$ cat config.mk
export PLATFORM = sky130hd
export DESIGN_NAME = eucjp_char_validator
export DESIGN_NICKNAME = d
export VERILOG_FILES = /design/src/eucjp_pkg.sv /design/src/eucjp_char_validator.sv
export SDC_FILE = /design/constraint.sdc
export NUM_CORES = 1
export LEC_CHECK = 0
export CORE_MARGIN = 5
export CORE_UTILIZATION = 40
export CTS_CLUSTER_SIZE = 40
export DETAILED_ROUTE_END_ITERATION = 10
export DONT_BUFFER_PORTS = 1
export PLACE_DENSITY = 0.62
export SYNTH_ARGS = -nofsm -noshare
export SYNTH_HDL_FRONTEND = slang
export SYNTH_SLANG_ARGS = --single-unit
$ cat constraint.sdc
create_clock -name aclk -period 2.8 [get_ports aclk]
set_input_delay 0.28 -clock aclk [delete_from_list [all_inputs] [get_ports aclk]]
set_output_delay 0.28 -clock aclk [all_outputs]
set_load 0.01 [all_outputs]
$ cat src/eucjp_pkg.sv
// ============================================================================
// eucjp_pkg
// Shared codes for the EUC-JP character validator: status, code sets,
// byte range limits and field widths.
// ============================================================================
`default_nettype none

package eucjp_pkg;

    // Field widths
    localparam int ByteW   = 8;
    localparam int StatusW = 2;
    localparam int LenW    = 2;
    localparam int SetW    = 3;

    // Character status codes
    localparam logic [StatusW-1:0] ST_VALID      = 2'd0;
    localparam logic [StatusW-1:0] ST_BAD_LEAD   = 2'd1;
    localparam logic [StatusW-1:0] ST_BAD_TRAIL  = 2'd2;
    localparam logic [StatusW-1:0] ST_INCOMPLETE = 2'd3;

    // Code sets (pending set uses the low two bits, zero meaning none pending)
    localparam logic [SetW-1:0] SET_ASCII   = 3'd0;
    localparam logic [SetW-1:0] SET_JIS0208 = 3'd1;
    localparam logic [SetW-1:0] SET_KANA    = 3'd2;
    localparam logic [SetW-1:0] SET_JIS0212 = 3'd3;
    localparam logic [SetW-1:0] SET_NONE    = 3'd4;

    // Byte boundaries
    localparam logic [ByteW-1:0] ASCII_MAX  = 8'h7E;
    localparam logic [ByteW-1:0] MB_MIN     = 8'hA1;
    localparam logic [ByteW-1:0] MB_MAX     = 8'hFE;
    localparam logic [ByteW-1:0] SS2_LEAD   = 8'h8E;
    localparam logic [ByteW-1:0] KANA_MAX   = 8'hDF;
    localparam logic [ByteW-1:0] SS3_LEAD   = 8'h8F;

    // Character lengths
    localparam logic [LenW-1:0] LEN_ONE   = 2'd1;
    localparam logic [LenW-1:0] LEN_TWO   = 2'd2;
    localparam logic [LenW-1:0] LEN_THREE = 2'd3;

endpackage

`default_nettype wire

$ cat src/eucjp_char_validator.sv
// ============================================================================
// eucjp_char_validator
// Splits a byte stream into EUC-JP characters and reports each finished one.
// ============================================================================
// Usage:
//   Input channel (s_valid/s_ready): one byte per item, with s_end_of_buffer
//   marking the last byte of a buffer. Result channel (m_valid/m_ready): one
//   item per finished character carrying status, length, code set and a
//   last-character flag. A multibyte lead byte gives no item unless it ends
//   the buffer. The result is registered and appears in the cycle after the
//   byte that finishes it is accepted. Throughput: one byte per cycle while
//   the result channel is not stalled, set by the single result register; a
//   new byte is taken in the same cycle the pending result leaves.
//   Reset (aresetn low, synchronous): clears the character in progress and
//   drops any result not yet taken.
//   Stall: while m_ready is low and a result is held, s_ready is low and the
//   result stays unchanged; bytes that finish no character still need the
//   result register free to be accepted.
//   After a byte flagged end of buffer, the character state clears and the next byte
//   is taken as a lead byte.
// ============================================================================
`default_nettype none

module eucjp_char_validator (
    input  wire logic                          aclk,
    input  wire logic                          aresetn,
    input  wire logic                          s_valid,
    output logic                               s_ready,
    input  wire logic [eucjp_pkg::ByteW-1:0]   s_data_byte,
    input  wire logic                          s_end_of_buffer,
    output logic                               m_valid,
    input  wire logic                          m_ready,
    output logic [eucjp_pkg::StatusW-1:0]      m_char_status,
    output logic [eucjp_pkg::LenW-1:0]         m_char_length,
    output logic [eucjp_pkg::SetW-1:0]         m_code_set,
    output logic                               m_last_char
);

    // Character-in-progress state
    logic [1:0] pending_set_reg, pending_set_next;
    logic [1:0] bytes_taken_reg, bytes_taken_next;
    logic       trail_bad_reg,   trail_bad_next;

    // Result register
    logic                              out_valid_reg;
    logic [eucjp_pkg::StatusW-1:0]     out_status_reg, out_status_next;
    logic [eucjp_pkg::LenW-1:0]        out_length_reg, out_length_next;
    logic [eucjp_pkg::SetW-1:0]        out_set_reg,    out_set_next;
    logic                              out_last_reg,   out_last_next;
    logic                              emit;

    logic       accept;
    logic       trail_ok;
    logic [1:0] lead_set;
    logic [1:0] taken_inc;
    logic [1:0] need;

    // Take a byte whenever the result register is free or being emptied
    assign s_ready = !out_valid_reg || m_ready;
    assign accept  = s_valid && s_ready;

    // Classify the byte as a lead: zero means ASCII or invalid lead
    always_comb begin
        priority if (s_data_byte >= eucjp_pkg::MB_MIN && s_data_byte <= eucjp_pkg::MB_MAX) begin
            lead_set = eucjp_pkg::SET_JIS0208[1:0];
        end else if (s_data_byte == eucjp_pkg::SS2_LEAD) begin
            lead_set = eucjp_pkg::SET_KANA[1:0];
        end else if (s_data_byte == eucjp_pkg::SS3_LEAD) begin
            lead_set = eucjp_pkg::SET_JIS0212[1:0];
        end else begin
            lead_set = 2'd0;
        end
    end

    // Check the byte as a trail of the pending set
    always_comb begin
        if (pending_set_reg == eucjp_pkg::SET_KANA[1:0]) begin
            trail_ok = s_data_byte >= eucjp_pkg::MB_MIN && s_data_byte <= eucjp_pkg::KANA_MAX;
        end else begin
            trail_ok = s_data_byte >= eucjp_pkg::MB_MIN && s_data_byte <= eucjp_pkg::MB_MAX;
        end
    end

    assign taken_inc = bytes_taken_reg + 2'd1;
    assign need      = (pending_set_reg == eucjp_pkg::SET_JIS0212[1:0])
                       ? eucjp_pkg::LEN_THREE : eucjp_pkg::LEN_TWO;

    // Advance the character state and form the result for one byte
    always_comb begin
        pending_set_next = pending_set_reg;
        bytes_taken_next = bytes_taken_reg;
        trail_bad_next   = trail_bad_reg;
        emit             = 1'b0;
        out_status_next  = eucjp_pkg::ST_VALID;
        out_length_next  = eucjp_pkg::LEN_ONE;
        out_set_next     = eucjp_pkg::SET_ASCII;
        out_last_next    = s_end_of_buffer;

        if (pending_set_reg == 2'd0) begin
            priority if (s_data_byte <= eucjp_pkg::ASCII_MAX) begin
                emit = 1'b1;
            end else if (lead_set == 2'd0) begin
                emit            = 1'b1;
                out_status_next = eucjp_pkg::ST_BAD_LEAD;
                out_set_next    = eucjp_pkg::SET_NONE;
            end else if (s_end_of_buffer) begin
                emit            = 1'b1;
                out_status_next = eucjp_pkg::ST_INCOMPLETE;
                out_set_next    = {1'b0, lead_set};
            end else begin
                pending_set_next = lead_set;
                bytes_taken_next = 2'd1;
                trail_bad_next   = 1'b0;
            end
        end else begin
            out_set_next = {1'b0, pending_set_reg};
            priority if (taken_inc >= need) begin
                emit            = 1'b1;
                out_status_next = (trail_bad_reg || !trail_ok)
                                  ? eucjp_pkg::ST_BAD_TRAIL : eucjp_pkg::ST_VALID;
                out_length_next = need;
                pending_set_next = 2'd0;
                bytes_taken_next = 2'd0;
                trail_bad_next   = 1'b0;
            end else if (s_end_of_buffer) begin
                emit            = 1'b1;
                out_status_next = eucjp_pkg::ST_INCOMPLETE;
                out_length_next = taken_inc;
                pending_set_next = 2'd0;
                bytes_taken_next = 2'd0;
                trail_bad_next   = 1'b0;
            end else begin
                bytes_taken_next = taken_inc;
                trail_bad_next   = trail_bad_reg || !trail_ok;
            end
        end
    end

    // Hold character state; clear it at reset
    always_ff @(posedge aclk) begin
        if (!aresetn) begin
            pending_set_reg <= 2'd0;
            bytes_taken_reg <= 2'd0;
            trail_bad_reg   <= 1'b0;
        end else if (accept) begin
            pending_set_reg <= pending_set_next;
            bytes_taken_reg <= bytes_taken_next;
            trail_bad_reg   <= trail_bad_next;
        end
    end

    // Result valid flag: load on an emitting byte, drop when taken
    always_ff @(posedge aclk) begin
        if (!aresetn) begin
            out_valid_reg <= 1'b0;
        end else if (accept) begin
            out_valid_reg <= emit;
        end else if (m_ready) begin
            out_valid_reg <= 1'b0;
        end
    end

    // Result payload
    always_ff @(posedge aclk) begin
        if (accept && emit) begin
            out_status_reg <= out_status_next;
            out_length_reg <= out_length_next;
            out_set_reg    <= out_set_next;
            out_last_reg   <= out_last_next;
        end
    end

    assign m_valid       = out_valid_reg;
    assign m_char_status = out_status_reg;
    assign m_char_length = out_length_reg;
    assign m_code_set    = out_set_reg;
    assign m_last_char   = out_last_reg;

endmodule

`default_nettype wire

# Word level (Yosys, flattened, before mapping)
# Index checks and enable logic that the tools add are counted.
# totals
wordCells	80
output_inout_bits	10
in_bits	13
reg_bits	14
# op_classes
eq_ne	7
n_addsub	1
n_bitwise	1
n_lt_le_gt_ge	5
muxes	42
reduce_logical	15
# ops
operator	n
two-way mux 2 bit	26
== test 8 bit, second input constant	2
less-or-equal comparator 8 bit, second input constant	2
two-way mux 1 bit	15
>= comparator 8 bit, second input constant	1
less-or-equal comparator 8 x 7 -> 1 bit, second input constant	1
!= test 2 bit, second input constant	3
AND reduction 5 bit	1
== test 2 bit, second input constant	2
logical AND 1 bit	4
zero test 2 bit	2
AND reduction 4 bit	1
two-way mux 3 bit	1
nonzero test 3 bit	1
adder 2 x 1 -> 2 bit, second input constant	1
>= comparator 2 bit	1
zero test 1 bit	2
logical OR 1 bit	2
nonzero test 2 bit	1
OR reduction 2 bit	1
NOT 1 bit	1

# Longest topological paths before layout
# Gate-level depths: netlist (run 1).
# logic_depth
ltp_word	9
mapped_depth	7
depth_no_buf	7

# Worst setup path after synthesis (run 1)
# Ideal clock, no wire load.
# synth_path
path_type	reg-to-reg
startpoint	reg pending_set_reg[1]
endpoint	reg out_length_reg (netlist bit m_char_length[0]) (enable)
synth_period_minus_slack_ns	2.340
stages_incl_launch_ff	7
arrival_ns	1.953
setup_time_ns	0.386
path_buffers	0
required_time_ns	2.414
setup_slack_ns	0.460
cell_sequence	dfxtp_1 and2_1 ha_1 nor2b_1 o22ai_1 o21ai_0 a211oi_1
# synth_via
elab_chain_len	6
word_cells_on_any_way	7
classes_between	order compare (1); eq/ne (1); mux (3); reduce/logical (2)
# synth_rtl
element	line	source
start: declaration	eucjp_char_validator.sv:40	logic [1:0] pending_set_reg, pending_set_next;
start signal: assignment	eucjp_char_validator.sv:146	pending_set_reg <= pending_set_next;
== test 2 bit	eucjp_char_validator.sv:85	assign need = (pending_set_reg == eucjp_pkg::SET_JIS0212[1:0])
two-way mux 1 bit	eucjp_char_validator.sv:86	? eucjp_pkg::LEN_THREE : eucjp_pkg::LEN_TWO;
>= comparator 2 bit	eucjp_char_validator.sv:117	priority if (taken_inc >= need) begin
two-way mux 1 bit	eucjp_char_validator.sv:117	
two-way mux 1 bit *	eucjp_char_validator.sv:99	if (pending_set_reg == 2'd0) begin
logical AND 1 bit *	eucjp_char_validator.sv:165	if (accept && emit) begin
end signal: assignment	eucjp_char_validator.sv:167	out_length_reg <= out_length_next;
end: declaration	eucjp_char_validator.sv:47	logic [eucjp_pkg::LenW-1:0] out_length_reg, out_length_next;
# Every way passes the cells marked *; elsewhere a longest branch is shown, timed or not.
# A chain may end at the register's enable or synchronous reset.

# Worst setup path in the final report (run 1)
# layout_path
startpoint	reg pending_set_reg[1]
endpoint	reg out_set_reg (netlist bit m_code_set[2]) (enable)
# layout_via
elab_chain_len	6
word_cells_on_any_way	7
classes_between	order compare (1); eq/ne (1); mux (3); reduce/logical (2)
# layout_rtl
element	line	source
== test 2 bit	eucjp_char_validator.sv:85	
two-way mux 1 bit	eucjp_char_validator.sv:86	
>= comparator 2 bit	eucjp_char_validator.sv:117	
two-way mux 1 bit	eucjp_char_validator.sv:117	
two-way mux 1 bit *	eucjp_char_validator.sv:99	
logical AND 1 bit *	eucjp_char_validator.sv:165	
end signal: assignment	eucjp_char_validator.sv:168	out_set_reg <= out_set_next;
end: declaration	eucjp_char_validator.sv:48	logic [eucjp_pkg::SetW-1:0] out_set_reg, out_set_next;
# Marks and branches as above.

==> results by group, run 1 <==
Outcome
  – Status: completed

Setup path
  – R2R setup slack: 0.68 ns
  – Setup crit end kind: flip-flop
  – Worst path max stage delay: between 0.3 and 0.4 ns
  – Critical-path top delay cell: dfxtp_1
  – Startpoint Class: flip-flop
  – Req. time, crit path: 2.79 ns
  – Worst path arrival time: 2.11 ns
  – WS Path Type: flip-flop to flip-flop
  – R2r startpoint: pending_set_reg[1]$_SDFFE_PN0P_
  – R2R depth: 7
  – R2R Path End: m_code_set[2]$_SDFFCE_PP0P_
  – Crit path from: pending_set_reg[1]$_SDFFE_PN0P_
  – CP cell instances: and2_1 > ha_1 > nor2b_1 > o22ai_1 > o21ai_0 > a211oi_1 > buf_4
  – Max FO, Critical Path: 8

Clock tree
  – Worst-path clk slew: 0.09 ns
  – CTS Buf Count: 3
  – H-Tree Level Count: 1
  – Setup repair bufs after CTS: 0
  – CTS tree: yes
  – Clock sink total: 14
  – Bufs on Longest Clock Path: 2
  – Post-CTS Resized: 0
  – CTS root buffer: clkbuf_4
  – Worst-Skew Late Latency: 0.29 ns
  – # hold bufs at CTS: 0

Layout
  – Commonest non-fill, non-tap cells in the layout: 8 x o21ai_0, 8 x edfxtp_1, 6 x inv_1, 6 x a21oi_1, 6 x dfxtp_1
  – Finished Cell Area: 867.1 sq um
  – Area Overhead vs Synth: 7.276%
  – Max reg flops: 3
  – Antenna cells: 0
  – Layout cells sized above 1: 13.33%
  – Nets@finish: 105
  – Fillcell total: 200

Synthesis
  – Number of synthesized flops with an enable pin: 8
  – Cell accounting for the most synthesized area: edfxtp_1
  – Average size of a mapped cell: 9.291 sq um
  – Post-synth cell types: 38
  – Seq/Total Area, Yosys: 44.58%
  – Post-synth top area share: 29.72%
  – Dominant cells by area after synthesis: edfxtp_1 30%, dfxtp_1 15%, o21ai_0 5.0%
  – Syn nets: 101
  – Number of synthesized register bits: 14
  – Yosys warning count: 0
  – Post-Syn Instances: 87
  – Fraction of registers with async set/reset: 0%
  – Mapped Area: 808.3 sq um
  – Main synth FF type: edfxtp_1

Timing
  – Setup TNS: 0 ns
  – Peak Freq: 0.4718 GHz
  – Max Slew Vio Count: 0
  – Min Tclk post-route: 2.120 ns
  – Slew @ Worst Pin: 0.5412 ns
  – Final period util: roughly 76%
  – RSZ-0062 raised after global routing: no
  – Clock skew: 0.01300 ns
  – Final setup vio count: 0
  – Hold Fails Final Rpt: 0
  – Max_slew headroom: 63.64%

Power
  – Leakage Power: 0.3044 nW
  – Cell Pwr Density: about 470 nW/um^2
  – Worst IR Drop VDD: 289.8 uV

Route
  – DR vias/cell: 5.786
  – Number of DRC markers in iteration 0: 9
  – Met3 wire length: 139 microns
  – Top sig layer: met4
  – Via count: 677
  – DRC: 0
  – Post-DR wirelength/cell: 15.09 microns
  – Final ANT Viol Nets: 0
  – First drt pass iteration count: 4
  – WL met1: approximately 810 microns
  – Metal2 WL: 807 microns
  – WL final: about 1800 microns

Worst hold path
  – Worst Hold End: m_last_char$_DFFE_PP_
  – Min-Delay Path Class: input pin to flip-flop
  – WHS Path Cells: 0
  – Min-delay src: s_end_of_buffer

Place
  – Routability cong.: 0.8647
  – DP Area: 840.8 sq um
  – Hpwl dp: 1374 microns
  – Port-buffer cells: 0

Die
  – Die width: 54.95 microns
  – Row cnt: 16
  – Core Box Area: 1942 sq um
  – Initial Util: about two fifths
  – Die area: between 3000 and 4000 sq um
  – Die H: 54.95 microns
  – I/O Pins: 23

GRT
  – Vias in the first global route: 596
  – Total GRT Usage: 12.88%
  – Largest net degree at the start of global routing: 10
  – Grt ovf: 0
  – Antenna violations before repair: 0
  – First-pass GRT wire length: 2718 microns

Flow run
  – Max-Cap Viols: 0
-- routing by layer --
metal	vias up	global-route usage, %
li1	339	-
met1	312	17.28
met2	24	19.69
met3	2	5.362
met4	0	2.024
met5	-	0
-- final cells by class --
| class | count | area (sq um) | area share, % |
|---|---|---|---|
| multi-input cells | 65 | 416.7 | 48.05 |
| flip-flops and latches | 14 | 360.3 | 41.56 |
| well taps | 27 | 33.78 | 3.896 |
| clock buffers | 3 | 22.52 | 2.597 |
| inverters | 6 | 22.52 | 2.597 |
| repair buffers | 1 | 7.507 | 0.8658 |
| clock inverters | 1 | 3.754 | 0.4329 |
-- Yosys cell counts, drive strengths merged, types with 2 or more instances --
library cell and count:
nor3 5, dfxtp 6, a22o 2, o21ai 8, inv 6, nor2 6
a31oi 3, a21oi 6, a21o 2, a311oi 2, clkbuf 2, nand2 4
or2 3, and2 2, o211ai 2, edfxtp 8, nand3 5
-- cells by family (layout without fill, tap and decap cells) --
logic type / count (synthesis) / after routing / synth area share, %
AO/OA/AOI/OAI: 31 / 31 / 26.01
XOR/XNOR: 1 / 1 / 1.084
adder cells (fa/ha/maj): 1 / 1 / 1.548
buffers and inverters: 8 / 11 / 3.869
flip-flops: 14 / 14 / 44.58
AND/OR/NAND/NOR: 32 / 32 / 22.91
-- through the flow --
stage | utilization (%) | setup WS, ns | cells | hold WS [ns] | total power, mW
4_1_cts | 44.65 | 0.6903 | 117 | 0.09027 | 0.4100
6_report | 44.65 | 0.6805 | 117 | 0.09785 | 0.4068
3_5_place_dp | 43.30 | 0.7268 | 113 | 0.3796 | 0.2927
5_1_grt | 44.65 | 0.5799 | 117 | 0.07835 | 0.4275
3_3_place_gp | 43.30 | 0.7937 | 113 | 0.3796 | 0.2921
2_1_floorplan | - | 0.4605 | 87 | 0.3789 | 0.2832
-- where the power goes --
part	switching [mW]	internal, mW	leakage, nW
Sequential	0.0107	0.230	0.125
Combinational	0.0278	0.0189	0.164
Clock	0.0671	0.0517	0.0154
-- critical path: cells and delay by family, from the launching register on --
| family | cells | cell delay (ns) |
|---|---|---|
| AO/OA/AOI/OAI | 3 | 0.69 |
| adder cells (fa/ha/maj) | 1 | 0.29 |
| buffers and inverters | 1 | 0.21 |
| flip-flops | 1 | 0.38 |
| AND/OR/NAND/NOR | 2 | 0.26 |
-- worst max-delay path by stage --
stage	cells past startpoint	endpoint	slack [ns]
6_report	7	m_code_set[2]$_SDFFCE_PP0P_	0.68
5_1_grt	7	m_char_status[0]$_DFFE_PP_	0.58
4_1_cts	7	m_code_set[1]$_DFFE_PP_	0.69
3_5_place_dp	7	m_code_set[1]$_DFFE_PP_	0.73
3_3_place_gp	7	m_code_set[1]$_DFFE_PP_	0.79
2_1_floorplan	6	m_char_length[0]$_SDFFCE_PP1P_	0.46
Note: power is estimated with default switching activity, not from simulation.
==> inputs of run 2 (changes only) <==
clock period = 2.1 ns   (was 2.8 ns; I/O delays follow)
==> results by group, run 2 (synthesis gave the netlist of run 1 again) <==
Layout
  – Antenna cells: 0
  – Layout cells sized above 1: 17.20%
  – Multi-input logic area: 421.7 sq um
  – Nets@finish: about 110
  – Max reg flops: 3
  – Fillcell total: 195
  – Commonest non-fill, non-tap cells in the layout: 8 x edfxtp_1, 7 x o21ai_0, 6 x inv_1, 6 x a21oi_1, 6 x dfxtp_1
  – Commonest non-fill, non-tap cell in the layout: edfxtp_1
  – Area Overhead vs Synth: 10.68%
  – Reg area: 360.3 sq um

Clock tree
  – H-Tree Level Count: 1
  – # hold bufs at CTS: 0
  – Bufs on Longest Clock Path: 2
  – Clock sink total: 14
  – Post-CTS Resized: 0
  – CTS Buf Count: 3
  – CTS tree: yes
  – Setup repair bufs after CTS: 0
  – CTS root buffer: clkbuf_4
  – Worst-path clk slew: roughly 0.09 ns
  – Worst-Skew Late Latency: 0.28 ns

Timing
  – Peak Freq: 0.5049 GHz
  – Min Tclk post-route: 1.981 ns
  – RSZ-0062 raised after global routing: no
  – Clock skew: between 0.007 and 0.008 ns
  – Setup TNS: 0 ns
  – Slew @ Worst Pin: ~0.51 ns
  – Final period util: 94.31%
  – Max_slew headroom: 66.04%
  – Worst hold margin: approximately 0.024 ns
  – Final setup vio count: 0
  – Max Slew Vio Count: 0
  – Hold Fails Final Rpt: 0

Die
  – I/O Pins: 23
  – Core Box Area: 1942 sq um
  – Die H: 54.95 microns
  – Initial Util: 41.62%
  – Row cnt: 16
  – Die width: roughly 55 microns
  – Die area: 3020 sq um

Route
  – Top sig layer: met4
  – Via count: 697
  – Met3 wire length: 120 microns
  – Metal2 WL: 757 microns
  – Number of DRC markers in iteration 0: 12
  – DRC: 0
  – WL final: 1707 microns
  – Post-DR wirelength/cell: 14.23 microns
  – Final ANT Viol Nets: 0
  – WL met1: 804 microns
  – First drt pass iteration count: 4
  – DR vias/cell: between 5 and 6

GRT
  – First-pass GRT wire length: 2525 microns
  – Largest net degree at the start of global routing: 10
  – Vias in the first global route: 576
  – Total GRT Usage: 12.25%
  – Antenna violations before repair: 0
  – Grt ovf: 0

Setup path
  – Critical-path top delay cell: dfxtp_1
  – Worst path max stage delay: 0.31 ns
  – WP buf/inv: 1
  – Setup crit end kind: flip-flop
  – CP top delay family: compound AO/OA/AOI/OAI gates
  – Worst path arrival time: 1.98 ns
  – CP cell instances: and2_1 > ha_1 > nor2b_1 > o22ai_1 > o21ai_1 > a211oi_2 > buf_4
  – Req. time, crit path: about 2.1 ns
  – Max FO, Critical Path: 8
  – WS Path Type: flip-flop to flip-flop
  – Startpoint Class: flip-flop

Power
  – Tot Pwr: 545.0 uW
  – Cell Pwr Density: 609.2 nW/um^2
  – Worst IR Drop VDD: 341.2 uV
  – Leakage Power: 0.3215 nW

Place
  – Port-buffer cells: 0
  – Routability cong.: 0.8497
  – Hpwl dp: roughly 1400 microns

Outcome
  – Status: completed

Flow run
  – Max-Cap Viols: 0

Worst hold path
  – Min-Delay Path Class: input pin to flip-flop
-- run 2: worst paths after layout --
| check | slack, ns | start | cells after the start | to |
|---|---|---|---|---|
| worst max-delay path | 0.12 | pending_set_reg[0]$_SDFFE_PN0P_ | 7 | m_code_set[2]$_SDFFCE_PP0P_ |
| worst min-delay path | 0.02 | s_end_of_buffer | 0 | m_last_char$_DFFE_PP_ |
| worst max register to register | 0.12 | pending_set_reg[0]$_SDFFE_PN0P_ | 7 | m_code_set[2]$_SDFFCE_PP0P_ |
| worst min register to register | 0.47 | trail_bad_reg$_SDFFE_PN0P_ | 2 | trail_bad_reg$_SDFFE_PN0P_ |
-- run 2: layout make-up --
cell class                 count  share of cell area [%]
multi-input combinational     65                   47.13
sequential                    14                   40.28
tap                           27                   3.776
timing repair buffer           4                   3.357
clock buffer                   3                   2.517
inverter                       6                   2.517
clock inverter                 1                  0.4196
-- run 2: per-layer routing --
metal / vias up / track usage (%)
li1: 344 / -
met5: - / 0
met4: 0 / 6.073
met2: 28 / 17.91
met3: 4 / 5.094
met1: 321 / 15.42
-- run 2: per-stage QoR --
stage | util (%) | cell area, sq um | setup WS (ns) | instances
global route | 46.07 | 894.6 | 0.01501 | 120
CTS | 46.07 | 894.6 | 0.06873 | 120
global placement | 44.72 | 868.3 | 0.1816 | 116
detailed placement | 44.72 | 868.3 | 0.08512 | 116
floorplan | - | 813.3 | 0.008514 | 87
finish | 46.07 | 894.6 | 0.1195 | 120
-- run 2: power breakdown --
part           switching [mW]  internal [mW]
clock network          0.0870         0.0690
registers              0.0126          0.307
logic                  0.0403         0.0287
total                   0.140          0.405
==> inputs of run 3 (changes only) <==
--- a/config.mk
+++ b/config.mk
@@ -12,4 +12,5 @@
 export DONT_BUFFER_PORTS = 1
 export PLACE_DENSITY = 0.62
+export SETUP_SLACK_MARGIN = 0.05
 export SYNTH_ARGS = -nofsm -noshare
 export SYNTH_HDL_FRONTEND = slang
==> constraint.sdc (replaced) <==
create_clock -name aclk -period 2.1 [get_ports aclk]
set_input_delay 0.21 -clock aclk [delete_from_list [all_inputs] [get_ports aclk]]
set_output_delay 0.21 -clock aclk [all_outputs]
set_load 0.1 [all_outputs]
==> results by group, run 3 (synthesis gave the netlist of run 1 again) <==
Outcome
  – Status: completed

Layout
  – Max reg flops: 3
  – Nets@finish: 116
  – Layout cells sized above 1: 27.72%
  – Antenna cells: 0
  – Reg area: 361.6 sq um
  – Commonest non-fill, non-tap cell in the layout: buf_4
  – Fillcell total: 182
  – Commonest non-fill, non-tap cells in the layout: 12 x buf_4, 8 x edfxtp_1, 7 x o21ai_0, 6 x inv_1, 6 x a21oi_1
  – Area Overhead vs Synth: 19.81%
  – Multi-input logic area: 434.2 sq um
  – Finished Cell Area: slightly below 1000 sq um

Clock tree
  – Setup repair bufs after CTS: 0
  – CTS tree: yes
  – Worst-Skew Late Latency: 0.28 ns
  – Post-CTS Resized: 0
  – Worst-path clk slew: 0.08 ns
  – H-Tree Level Count: 1
  – # hold bufs at CTS: 0
  – Clock sink total: 14
  – Bufs on Longest Clock Path: 2
  – CTS root buffer: clkbuf_4
  – CTS Buf Count: 3

Setup path
  – WP buf/inv: 1
  – R2r startpoint: pending_set_reg[0]$_SDFFE_PN0P_
  – R2R Path End: m_char_status[1]$_DFFE_PP_
  – R2R depth: 7
  – R2R setup slack: around 0.20 ns
  – Setup crit end kind: flip-flop
  – Worst path max stage delay: around 0.37 ns
  – Critical-path top delay cell: dfxtp_1
  – Req. time, crit path: 2.09 ns
  – Startpoint Class: flip-flop
  – CP cell instances: and2_1 > ha_1 > nor2b_2 > o22ai_2 > o21ai_2 > a211oi_2 > buf_4
  – Max FO, Critical Path: 8
  – WS Path Type: flip-flop to flip-flop
  – CP top delay family: compound AO/OA/AOI/OAI gates
  – Worst path arrival time: 1.89 ns

Die
  – Row cnt: 16
  – I/O Pins: 23
  – Die area: a little over 3000 sq um
  – Die width: roughly 55 microns
  – Initial Util: 41.62%
  – Core Box Area: between 1500 and 2000 sq um
  – Die H: 54.95 microns

Timing
  – Hold Fails Final Rpt: 0
  – Peak Freq: between 0.5 and 0.6 GHz
  – Clock skew: 0.004643 ns
  – Min Tclk post-route: 1.900 ns
  – Worst setup margin: 0.1996 ns
  – Setup TNS: 0 ns
  – Final setup vio count: 0
  – Max Slew Vio Count: 0
  – Slew @ Worst Pin: approximately 0.49 ns
  – Max_slew headroom: roughly two thirds
  – RSZ-0062 raised after global routing: no
  – Final period util: about nine tenths

GRT
  – Largest net degree at the start of global routing: 10
  – First-pass GRT wire length: 2587 microns
  – Total GRT Usage: between 10% and 20%
  – Antenna violations before repair: 0
  – Grt ovf: 0
  – Vias in the first global route: around 580

Worst hold path
  – Min-Delay Path Class: input pin to flip-flop
  – WHS Path Cells: 0
  – Min-delay src: s_end_of_buffer
  – Worst Hold End: m_last_char$_DFFE_PP_

Place
  – Pre-CTS setup slack: 0.1066 ns
  – Routability cong.: 0.7950
  – Hpwl dp: 1384 microns
  – DP Area: 929.6 sq um
  – Port-buffer cells: 0

Power
  – Tot Pwr: 643.9 uW
  – Worst IR Drop VDD: around 410 uV
  – Cell Pwr Density: roughly 660 nW/um^2
  – Leakage Power: between 0.3 and 0.4 nW

Route
  – WL final: 1694 microns
  – First drt pass iteration count: 4
  – DRC: 0
  – Post-DR wirelength/cell: 13.23 microns
  – Number of DRC markers in iteration 0: 9
  – DR vias/cell: roughly 5.6
  – Final ANT Viol Nets: 0
  – Via count: 721

Flow run
  – Max-Cap Viols: 0
==> run 3: how the worst max path moves through the flow <==
stage / startpoint / endpoint / slack, ns / cells past startpoint
4_1_cts: pending_set_reg[0]$_SDFFE_PN0P_ / m_char_length[0]$_SDFFCE_PP1P_ / 0.08 / 7
2_1_floorplan: pending_set_reg[1]$_SDFFE_PN0P_ / m_char_length[0]$_SDFFCE_PP1P_ / 0.09 / 6
5_1_grt: pending_set_reg[0]$_SDFFE_PN0P_ / m_code_set[2]$_SDFFCE_PP0P_ / 0.09 / 7
3_3_place_gp: pending_set_reg[0]$_SDFFE_PN0P_ / m_char_length[0]$_SDFFCE_PP1P_ / 0.21 / 7
6_report: pending_set_reg[0]$_SDFFE_PN0P_ / m_char_status[1]$_DFFE_PP_ / 0.20 / 7
3_5_place_dp: pending_set_reg[0]$_SDFFE_PN0P_ / m_char_length[0]$_SDFFCE_PP1P_ / 0.11 / 7
==> run 3: layout make-up <==
cell class                      instances  area share [%]
Clock buffer                            3           2.326
Clock inverter                          1          0.3876
Inverter                                6           2.326
Multi-Input combinational cell         65           44.83
Sequential cell                        14           37.34
Tap cell                               27           3.488
Timing Repair Buffer                   12           9.302
==> run 3: power by group <==
part | internal (mW) | switching (mW) | total, mW
Sequential | 0.307 | 0.00762 | 0.314
Clock | 0.0689 | 0.0828 | 0.152
Combinational | 0.0427 | 0.135 | 0.178
Total | 0.418 | 0.226 | 0.644
==> run 3: through the flow <==
stage	utilization (%)	hold slack, ns	cells
floorplan	-	0.3089	87
global placement	47.87	0.3096	124
detailed placement	47.87	0.3098	124
CTS	49.23	0.01936	128
global route	49.87	0.005971	128
finish	49.87	0.02755	128
==> run 3: routing by layer <==
metal	vias up	global-route usage [%]	part of all wire, %
li1	360	-	-
met4	0	2.429	0.47
met1	336	16.42	45
met5	-	0	0
met3	2	5.898	9.5
met2	23	18.31	45
